<file path="src/hdl/integer_to_ascii_formatter_top_macros.svh">
// Assertion macros for the formatter RTL.
// No dependencies; included by files that carry concurrent checks.
`ifndef INTEGER_TO_ASCII_FORMATTER_TOP_MACROS_SVH
`define INTEGER_TO_ASCII_FORMATTER_TOP_MACROS_SVH
`ifndef SYNTHESIS
// Same-cycle implication, clocked on clk, off during reset.
`define IFMT_ASSERT_NOW(lbl, pre, post, msg) \
    lbl: assert property (@(posedge clk) disable iff (!rst_n) (pre) |-> (post)) \
        else $error(msg);
// Next-cycle implication, clocked on clk, off during reset.
`define IFMT_ASSERT_NXT(lbl, pre, post, msg) \
    lbl: assert property (@(posedge clk) disable iff (!rst_n) (pre) |=> (post)) \
        else $error(msg);
`else
`define IFMT_ASSERT_NOW(lbl, pre, post, msg)
`define IFMT_ASSERT_NXT(lbl, pre, post, msg)
`endif
`endif

</file>
<file path="src/hdl/ifmt_pkg.sv">
// Types, codes and the digit-to-character function of the formatter.
// No dependencies.
`timescale 1ns / 1ps
`default_nettype none
package ifmt_pkg;

    localparam logic [2:0] ACT_SDEC32 = 3'd0;
    localparam logic [2:0] ACT_UDEC32 = 3'd1;
    localparam logic [2:0] ACT_HEX32L = 3'd2;
    localparam logic [2:0] ACT_HEX32U = 3'd3;
    localparam logic [2:0] ACT_HEX64L = 3'd4;

    localparam logic [7:0] CHR_MINUS = 8'h2d;
    localparam logic [7:0] CHR_ZERO  = 8'h30;
    localparam logic [7:0] CHR_LOW_A = 8'h61;
    localparam logic [7:0] CHR_UP_A  = 8'h41;

    localparam logic [4:0] DEC_DIGITS   = 5'd10;
    localparam logic [4:0] HEX32_DIGITS = 5'd8;
    localparam logic [4:0] HEX64_DIGITS = 5'd16;

    typedef struct packed {
        logic [2:0]  action;
        logic [63:0] value;
        logic [15:0] count_start;
    } in_word_t;

    typedef struct packed {
        logic [7:0]  character;
        logic        last;
        logic [16:0] count;
    } out_word_t;

    // Classified number handed from front to back.
    typedef struct packed {
        logic        dec;
        logic        wide;
        logic        upper;
        logic        neg;
        logic [63:0] mag;
        logic [15:0] count_start;
    } desc_t;

    typedef enum logic [2:0] {
        ST_IDLE,
        ST_DABBLE,
        ST_SKIP,
        ST_SIGN,
        ST_EMIT
    } back_state_t;

    function automatic logic [7:0] digit_char(input logic [3:0] d, input logic upper);
        logic [7:0] dx;
        dx = {4'b0000, d};
        if (d < 4'd10)
            return CHR_ZERO + dx;
        else
            return (upper ? CHR_UP_A : CHR_LOW_A) + dx - 8'd10;
    endfunction

endpackage
`default_nettype wire

</file>
<file path="src/hdl/ifmt_fifo.sv">
// Two-entry register queue of classified numbers between front and back.
// Depends on ifmt_pkg.
`timescale 1ns / 1ps
`default_nettype none
module ifmt_fifo (
    input  wire               clk,
    input  wire               rst_n,
    input  wire               wr_en,
    input  ifmt_pkg::desc_t   wr_data,
    output logic              full,
    output logic              valid,
    input  wire               rd_en,
    output ifmt_pkg::desc_t   rd_data
);
    import ifmt_pkg::*;

    desc_t      mem_reg [2];
    logic       wr_ptr_reg, wr_ptr_next;
    logic       rd_ptr_reg, rd_ptr_next;
    logic [1:0] fill_reg, fill_next;

    assign full    = (fill_reg == 2'd2);
    assign valid   = (fill_reg != 2'd0);
    assign rd_data = mem_reg[rd_ptr_reg];

    always_comb
    begin
        wr_ptr_next = wr_ptr_reg ^ wr_en;
        rd_ptr_next = rd_ptr_reg ^ rd_en;
        fill_next   = fill_reg + {1'b0, wr_en} - {1'b0, rd_en};
    end

    always_ff @(posedge clk or negedge rst_n)
    begin
        if (!rst_n)
        begin
            wr_ptr_reg <= 1'b0;
            rd_ptr_reg <= 1'b0;
            fill_reg   <= 2'd0;
        end
        else
        begin
            wr_ptr_reg <= wr_ptr_next;
            rd_ptr_reg <= rd_ptr_next;
            fill_reg   <= fill_next;
        end
    end

    always_ff @(posedge clk)
    begin
        if (wr_en)
            mem_reg[wr_ptr_reg] <= wr_data;
    end

endmodule
`default_nettype wire

</file>
<file path="src/hdl/ifmt_front.sv">
// Front end: accepts numbers, classifies format and sign, queues them.
// Depends on ifmt_pkg and ifmt_fifo.
`timescale 1ns / 1ps
`default_nettype none
module ifmt_front (
    input  wire                clk,
    input  wire                rst_n,
    input  wire                push,
    input  ifmt_pkg::in_word_t item,
    output logic               full,
    output logic               q_valid,
    input  wire                q_take,
    output ifmt_pkg::desc_t    q_word
);
    import ifmt_pkg::*;

    desc_t       desc;
    logic        known;
    logic        wr_en;
    logic [31:0] low32;

    assign low32 = item.value[31:0];

    always_comb
    begin
        desc             = '0;
        desc.count_start = item.count_start;
        known            = 1'b1;
        case (item.action)
            ACT_SDEC32:
            begin
                desc.dec = 1'b1;
                desc.neg = low32[31];
                desc.mag = {32'd0, low32[31] ? (~low32 + 32'd1) : low32};
            end
            ACT_UDEC32:
            begin
                desc.dec = 1'b1;
                desc.mag = {32'd0, low32};
            end
            ACT_HEX32L:
                desc.mag = {32'd0, low32};
            ACT_HEX32U:
            begin
                desc.upper = 1'b1;
                desc.mag   = {32'd0, low32};
            end
            ACT_HEX64L:
            begin
                desc.wide = 1'b1;
                desc.mag  = item.value;
            end
            default:
                known = 1'b0;
        endcase
    end

    // Drop unused selectors: accepted, but nothing queued.
    assign wr_en = push && !full && known;

    ifmt_fifo u_fifo (
        .clk     (clk),
        .rst_n   (rst_n),
        .wr_en   (wr_en),
        .wr_data (desc),
        .full    (full),
        .valid   (q_valid),
        .rd_en   (q_take),
        .rd_data (q_word)
    );

endmodule
`default_nettype wire

</file>
<file path="src/hdl/ifmt_back.sv">
// Back end: binary to BCD by double dabble, leading-zero skip, character emit.
// Depends on ifmt_pkg and the assertion macro header.
`timescale 1ns / 1ps
`default_nettype none
`include "integer_to_ascii_formatter_top_macros.svh"
module ifmt_back (
    input  wire                 clk,
    input  wire                 rst_n,
    input  wire                 q_valid,
    input  ifmt_pkg::desc_t     q_word,
    output logic                q_take,
    output logic                empty,
    input  wire                 pop,
    output ifmt_pkg::out_word_t result
);
    import ifmt_pkg::*;

    back_state_t state_reg, state_next;
    logic [63:0] dig_reg;
    logic [31:0] bin_reg;
    logic [4:0]  bit_cnt_reg;
    logic [4:0]  remain_reg;
    logic        neg_reg;
    logic        upper_reg;
    logic [16:0] cnt_reg;
    logic        out_valid_reg;
    out_word_t   out_word_reg;

    logic        slot_free;
    logic        emit_sign;
    logic        emit_digit;
    logic        top_zero;
    logic        last_digit;
    logic [39:0] bcd_adj;
    logic [39:0] bcd_shift;

    assign slot_free  = !out_valid_reg || pop;
    assign top_zero   = (dig_reg[63:60] == 4'd0);
    assign last_digit = (remain_reg == 5'd1);
    assign empty      = !out_valid_reg;
    assign result     = out_word_reg;

    // Add 3 to every BCD nibble of 5 or more, then shift in the next bit.
    always_comb
    begin
        for (int i = 0; i < 10; i++)
        begin
            if (dig_reg[i*4 +: 4] >= 4'd5)
                bcd_adj[i*4 +: 4] = dig_reg[i*4 +: 4] + 4'd3;
            else
                bcd_adj[i*4 +: 4] = dig_reg[i*4 +: 4];
        end
        bcd_shift = {bcd_adj[38:0], bin_reg[31]};
    end

    always_comb
    begin
        state_next = state_reg;
        case (state_reg)
            ST_IDLE:
                if (q_valid)
                    state_next = q_word.dec ? ST_DABBLE : ST_SKIP;
            ST_DABBLE:
                if (bit_cnt_reg == 5'd31)
                    state_next = ST_SKIP;
            ST_SKIP:
                if (!(top_zero && !last_digit))
                    state_next = neg_reg ? ST_SIGN : ST_EMIT;
            ST_SIGN:
                if (slot_free)
                    state_next = ST_EMIT;
            ST_EMIT:
                if (slot_free && last_digit)
                    state_next = ST_IDLE;
            default:
                state_next = ST_IDLE;
        endcase
    end

    always_comb
    begin
        q_take     = 1'b0;
        emit_sign  = 1'b0;
        emit_digit = 1'b0;
        case (state_reg)
            ST_IDLE: q_take     = q_valid;
            ST_SIGN: emit_sign  = slot_free;
            ST_EMIT: emit_digit = slot_free;
            default: ;
        endcase
    end

    always_ff @(posedge clk or negedge rst_n)
    begin
        if (!rst_n)
        begin
            state_reg     <= ST_IDLE;
            out_valid_reg <= 1'b0;
        end
        else
        begin
            state_reg <= state_next;
            if (emit_sign || emit_digit)
                out_valid_reg <= 1'b1;
            else if (pop)
                out_valid_reg <= 1'b0;
        end
    end

    always_ff @(posedge clk)
    begin
        if (q_take)
        begin
            neg_reg     <= q_word.neg;
            upper_reg   <= q_word.upper;
            cnt_reg     <= {1'b0, q_word.count_start};
            bin_reg     <= q_word.mag[31:0];
            bit_cnt_reg <= 5'd0;
            if (q_word.dec)
            begin
                dig_reg    <= 64'd0;
                remain_reg <= DEC_DIGITS;
            end
            else if (q_word.wide)
            begin
                dig_reg    <= q_word.mag;
                remain_reg <= HEX64_DIGITS;
            end
            else
            begin
                dig_reg    <= {q_word.mag[31:0], 32'd0};
                remain_reg <= HEX32_DIGITS;
            end
        end
        if (state_reg == ST_DABBLE)
        begin
            bin_reg     <= {bin_reg[30:0], 1'b0};
            bit_cnt_reg <= bit_cnt_reg + 5'd1;
            // Park the ten digits at the top once the last bit is in.
            if (bit_cnt_reg == 5'd31)
                dig_reg <= {bcd_shift, 24'd0};
            else
                dig_reg <= {24'd0, bcd_shift};
        end
        if (state_reg == ST_SKIP && top_zero && !last_digit)
        begin
            dig_reg    <= {dig_reg[59:0], 4'd0};
            remain_reg <= remain_reg - 5'd1;
        end
        if (emit_sign)
        begin
            out_word_reg.character <= CHR_MINUS;
            out_word_reg.last      <= 1'b0;
            out_word_reg.count     <= cnt_reg + 17'd1;
            cnt_reg                <= cnt_reg + 17'd1;
        end
        if (emit_digit)
        begin
            out_word_reg.character <= digit_char(dig_reg[63:60], upper_reg);
            out_word_reg.last      <= last_digit;
            out_word_reg.count     <= cnt_reg + 17'd1;
            cnt_reg                <= cnt_reg + 17'd1;
            dig_reg                <= {dig_reg[59:0], 4'd0};
            remain_reg             <= remain_reg - 5'd1;
        end
    end

    `IFMT_ASSERT_NXT(a_dabble_runs, (state_reg == ST_DABBLE && bit_cnt_reg != 5'd31), (state_reg == ST_DABBLE), "double dabble left early")
    `IFMT_ASSERT_NOW(a_emit_remain, (state_reg == ST_EMIT || state_reg == ST_SKIP), (remain_reg != 5'd0), "no digits left while emitting")
    `IFMT_ASSERT_NOW(a_sign_neg, (state_reg == ST_SIGN), neg_reg, "minus sign for a non-negative number")
    `IFMT_ASSERT_NXT(a_count_load, q_take, (cnt_reg == {1'b0, $past(q_word.count_start)}), "start count not loaded")

endmodule
`default_nettype wire

</file>
<file path="src/hdl/integer_to_ascii_formatter_top.sv">
// Top level of the integer to ASCII formatter.
// Depends on ifmt_pkg, ifmt_front and ifmt_back.
`timescale 1ns / 1ps
`default_nettype none
// Each word pushed in carries a value, a format selector and a start count; the
// block pops out the number as ASCII characters, most significant first, without
// leading zeros, with last set on the final character and count equal to the
// start count plus the characters delivered so far. Selectors 0..4 give signed
// decimal (leading minus, most negative value included), unsigned decimal,
// lower and upper 32-bit hex and lower 64-bit hex; other selectors are taken
// and give nothing. A two-word queue parts the input side from the converter,
// so pushes go on while a number is worked out. Steps per number: a decimal
// number is loaded, run through double dabble (one bit a cycle), has its
// leading zeros skipped (up to 9), leaves the skip, emits a minus sign if
// negative and then one character per digit; a hex number is loaded, has its
// leading zeros skipped (up to 7 or 15), leaves the skip and emits one
// character per digit. The converter handles one number at a time, and a
// character that is not popped holds up the sign and digit steps.
module integer_to_ascii_formatter_top (
    input  wire                 clk,
    input  wire                 rst_n,
    input  wire                 push,
    input  ifmt_pkg::in_word_t  item,
    output logic                full,
    output logic                empty,
    input  wire                 pop,
    output ifmt_pkg::out_word_t result
);
    import ifmt_pkg::*;

    // Queue hand-off between classifier and converter.
    logic  q_valid;
    logic  q_take;
    desc_t q_word;

    ifmt_front u_front (
        .clk     (clk),
        .rst_n   (rst_n),
        .push    (push),
        .item    (item),
        .full    (full),
        .q_valid (q_valid),
        .q_take  (q_take),
        .q_word  (q_word)
    );

    // Convert, skip leading zeros, hold each character until popped.
    ifmt_back u_back (
        .clk     (clk),
        .rst_n   (rst_n),
        .q_valid (q_valid),
        .q_word  (q_word),
        .q_take  (q_take),
        .empty   (empty),
        .pop     (pop),
        .result  (result)
    );

endmodule
`default_nettype wire

</file>
<file path="config.mk">
export PLATFORM = sky130hd
export DESIGN_NAME = integer_to_ascii_formatter_top
export DESIGN_NICKNAME = d
export VERILOG_FILES = /design/src/hdl/ifmt_pkg.sv /design/src/hdl/ifmt_fifo.sv /design/src/hdl/ifmt_front.sv /design/src/hdl/ifmt_back.sv /design/src/hdl/integer_to_ascii_formatter_top.sv
export VERILOG_INCLUDE_DIRS = /design/src /design/src/hdl
export SDC_FILE = /design/constraint.sdc
export NUM_CORES = 1
export LEC_CHECK = 0
export ABC_CLOCK_PERIOD_IN_PS = 6900
export BUFFER_PORTS_ARGS = -buffer_cell sky130_fd_sc_hd__buf_2
export CORE_MARGIN = 2
export CORE_UTILIZATION = 49
export CTS_CLUSTER_SIZE = 16
export DETAILED_ROUTE_END_ITERATION = 7
export HOLD_SLACK_MARGIN = 0.03
export PLACE_DENSITY = 0.7
export SYNTH_ARGS = -nofsm -noshare
export SYNTH_HDL_FRONTEND = slang
export SYNTH_SLANG_ARGS = --single-unit
</file>
<file path="constraint.sdc">
create_clock -name clk -period 6.9 [get_ports clk]
set_input_delay 0.345 -clock clk [delete_from_list [all_inputs] [get_ports clk]]
set_output_delay 0.345 -clock clk [all_outputs]
set_load 0.1 [all_outputs]
</file>
==> results.ini <==
[status]
status=completed

[route]
drt_first_pass_iters=5
detail_route.vias_per_cell=5.90
antenna_left=0
totalWireLength_um=38800
vias=10878
first_iter_violations=1331
drc_errors=0
wl_per_cell_um=21.1

[critical_path]
critPathArrivalTime_ns=3.59
critical_path.startpoint_type=flip-flop
cp_max_fo=56
worstPathRequired_ns=7.22
cpMaxStageDelayCell=dfrtp_4
max_stage_delay_ns=1.00
worst-path-buf-inv=0
endpoint_kind=flip-flop
path_cells=mux2i_1 -> and2_1 -> a32oi_1 -> a21oi_1
path_delay_family=flip-flops
worst-setup-path-type=flip-flop to flip-flop

[synthesis]
ys_warn_count=0
yosysSeqAreaShare=0.613
synth.distinct_cells=62
synth.area.top_cells=edfxtp_1 59%, mux2i_1 4.9%, a21oi_1 3.6%, nor2_1 2.8%, ha_1 2.5%
async_reset_ff_frac=0.0245
syn_nets=1427
netlist_area_sq_mm=0.0158
synth_top_area_share=0.594
ys.flop_type=edfxtp_1
syn_avg_cell_area_sq_um=12.1
synth_top_cell_by_area=edfxtp_1
postSynthCellCount=1308
ys_ff_latch=326
synth_edf_count=313

[sta]
rsz0062_at_grt=false
min_period_ns=3.27
timing.fmax_mhz=306
worst_slew_pin_slew_ns=1.19
setup_slack_ns=3.63
finalSetupTns_ns=0
hold_violations=0
skew_ns=0.0113
max_slew_margin=0.187
slew_violations=0
period_share=0.474
setup_violations=0

[pwr]
powerDensity_mw_per_mm2=494
p_leak_nw=6.65
ir_drop_v=0.000211

[cts]
ctsLongestPathBuffers=3
postCtsSetupBuffers=0
root_buffer=clkbuf_16
htree_levels=2
clk_pin_slew_ns=0.05
cts_inserted_buffers=37
hold_buffers=14
cts_sinks=326
clk_latency_ns=0.52
cts_tree=built
ctsResizeCount=0

[placement]
portBuffers=113
dp_hpwl_um=26400
pre_cts_ws_ns=3.56
gp_congestion=0.924
dp.cells=1764

[floorplan]
die_w_um=184
num_io_pins=115
core_sq_mm=0.0317
die_y_um=184
rows=65
initial_core_util=0.499
die_area_sq_mm=0.0337

[global_route]
grt_pass1_vias=10079
grt_usage=0.230
grt_first_pass_wirelength_um=59300
grt_max_degree=119
antenna_found_initial=0
gr-total-overflow=0

[cells_and_area]
final_cells=1844
fin_nets=1535
area_delta_synth_final_pct=14.8
n_antenna_cell=0
largest_register_ffs=168
drive_gt1_frac=0.157

[hold_path]
hold_class=input port to flip-flop

[flow_run]
drv_cap=0

==> layout by cell type, fill, tap and decap left out, drive strengths merged, types with 12 or more instances in the layout <==
cell	synthesis	final
clkinv	0	12
mux2i	78	78
xor2	17	17
dlygate4sd3	0	15
o21ai	72	72
ha	32	32
clkbuf	57	42
a32oi	12	12
nor3	15	15
buf	17	128
inv	40	43
a21oi	115	115
o21a	18	18
mux2	15	15
nand3	14	14
a211oi	25	25
nand2	93	93
xnor2	31	31
nor2	120	120
nand2b	16	16
and2	39	39
edfxtp	313	313
nor2b	17	17
o221ai	17	17
nor3b	23	23
==> final timing paths <==
| check | startpoint | depth (start not counted) | slack, ns | to |
|---|---|---|---|---|
| worst max-delay path | u_front.u_fifo.rd_ptr_reg$_DFF_PN0_ | 4 | 3.63 | u_back.dig_reg[61]$_DFFE_PP_ |
| worst min-delay path | item[1] | 1 | 0.04 | u_front.u_fifo.mem_reg[1][1]$_DFFE_PP_ |
| worst max register to register | u_front.u_fifo.rd_ptr_reg$_DFF_PN0_ | 4 | 3.63 | u_back.dig_reg[61]$_DFFE_PP_ |
| worst min register to register | u_back.bin_reg[0]$_SDFFE_PP0P_ | 2 | 0.51 | u_back.bin_reg[0]$_SDFFE_PP0P_ |
| max in group asynchronous | rst_n | 2 | 6.49 | u_front.u_fifo.rd_ptr_reg$_DFF_PN0_ |
| min in group asynchronous | rst_n | 2 | 0.20 | u_back.state_reg[2]$_DFFE_PN0P_ |
==> cell usage after synthesis, types with 4 or more instances <==
library cell,number
ha_1,32
clkbuf_1,57
edfxtp_1,313
nor2b_1,17
dfxtp_1,5
dfrtp_1,8
mux2i_1,78
o221ai_1,17
o21ai_0,71
nor2_1,120
a22o_1,4
mux2_2,15
a31o_2,5
xor2_1,17
nand3_1,14
and2_1,39
a211oi_1,25
a21o_1,6
o211ai_1,7
nand2_1,93
or3_1,8
inv_1,40
o21a_1,18
xnor2_1,31
o22a_1,5
o31ai_1,8
nand2b_1,16
a21oi_1,115
buf_2,12
nor3_1,15
a31oi_1,6
nor4_1,6
nor3b_1,23
a32oi_1,12
==> per-stage QoR <==
stage | utilization | hold WS [ns] | instance area (sq um) | total power [mW]
after detailed placement | 0.529 | 0.204 | 16800 | 6.92
after CTS | 0.572 | 0.0314 | 18100 | 8.96
final | 0.573 | 0.0426 | 18200 | 8.98
after global placement | 0.529 | 0.205 | 16800 | 6.86
after global routing | 0.573 | 0.0340 | 18200 | 9.42
after floorplan | - | 0.0494 | 15800 | 5.93
==> layout make-up <==
| class | instances | area (sq um) |
|---|---|---|
| inverters | 40 | 150 |
| multi-input cells | 868 | 5740 |
| fillers | 2606 | 13600 |
| clock buffers | 42 | 945 |
| flip-flops and latches | 326 | 9700 |
| clock inverters | 23 | 294 |
| well taps | 402 | 503 |
| repair buffers | 143 | 828 |
==> worst register-to-register path: cells and delay by family (launching register included) <==
kind / cells / cell delay, ns
AO/OA/AOI/OAI: 2 / 0.53
flip-flops: 1 / 1.00
multiplexers: 1 / 0.71
AND/OR/NAND/NOR: 1 / 0.84
==> metal layers <==
metal,up-vias,routed length (um),GRT usage
li1,5092,-,-
met1,5180,17200,0.330
met2,519,17300,0.353
met3,87,2900,0.0355
met4,0,1490,0.0912
met5,-,0,0
==> power breakdown <==
group / internal (mW) / leakage [nW] / switching (mW)
sequential: 3.14 / 3.12 / 0.477
combinational: 1.05 / 2.93 / 2.29
clock: 1.25 / 0.603 / 0.771
total: 5.44 / 6.65 / 3.54
==> kinds of logic (layout without fill, tap and decap cells) <==
kind of cell,Yosys count,count (layout),synth area share
adders and majority gates,32,32,0.0253
buffers and inverters,114,248,0.0292
xor gates and xnor gates,48,48,0.0266
and+or+nand+nor,376,376,0.118
AOI/OAI and AO/OA,318,318,0.128
other,1,1,0.000237
DFF,326,326,0.613
muxes,93,93,0.0600
Power figures use the tool's default switching activity.
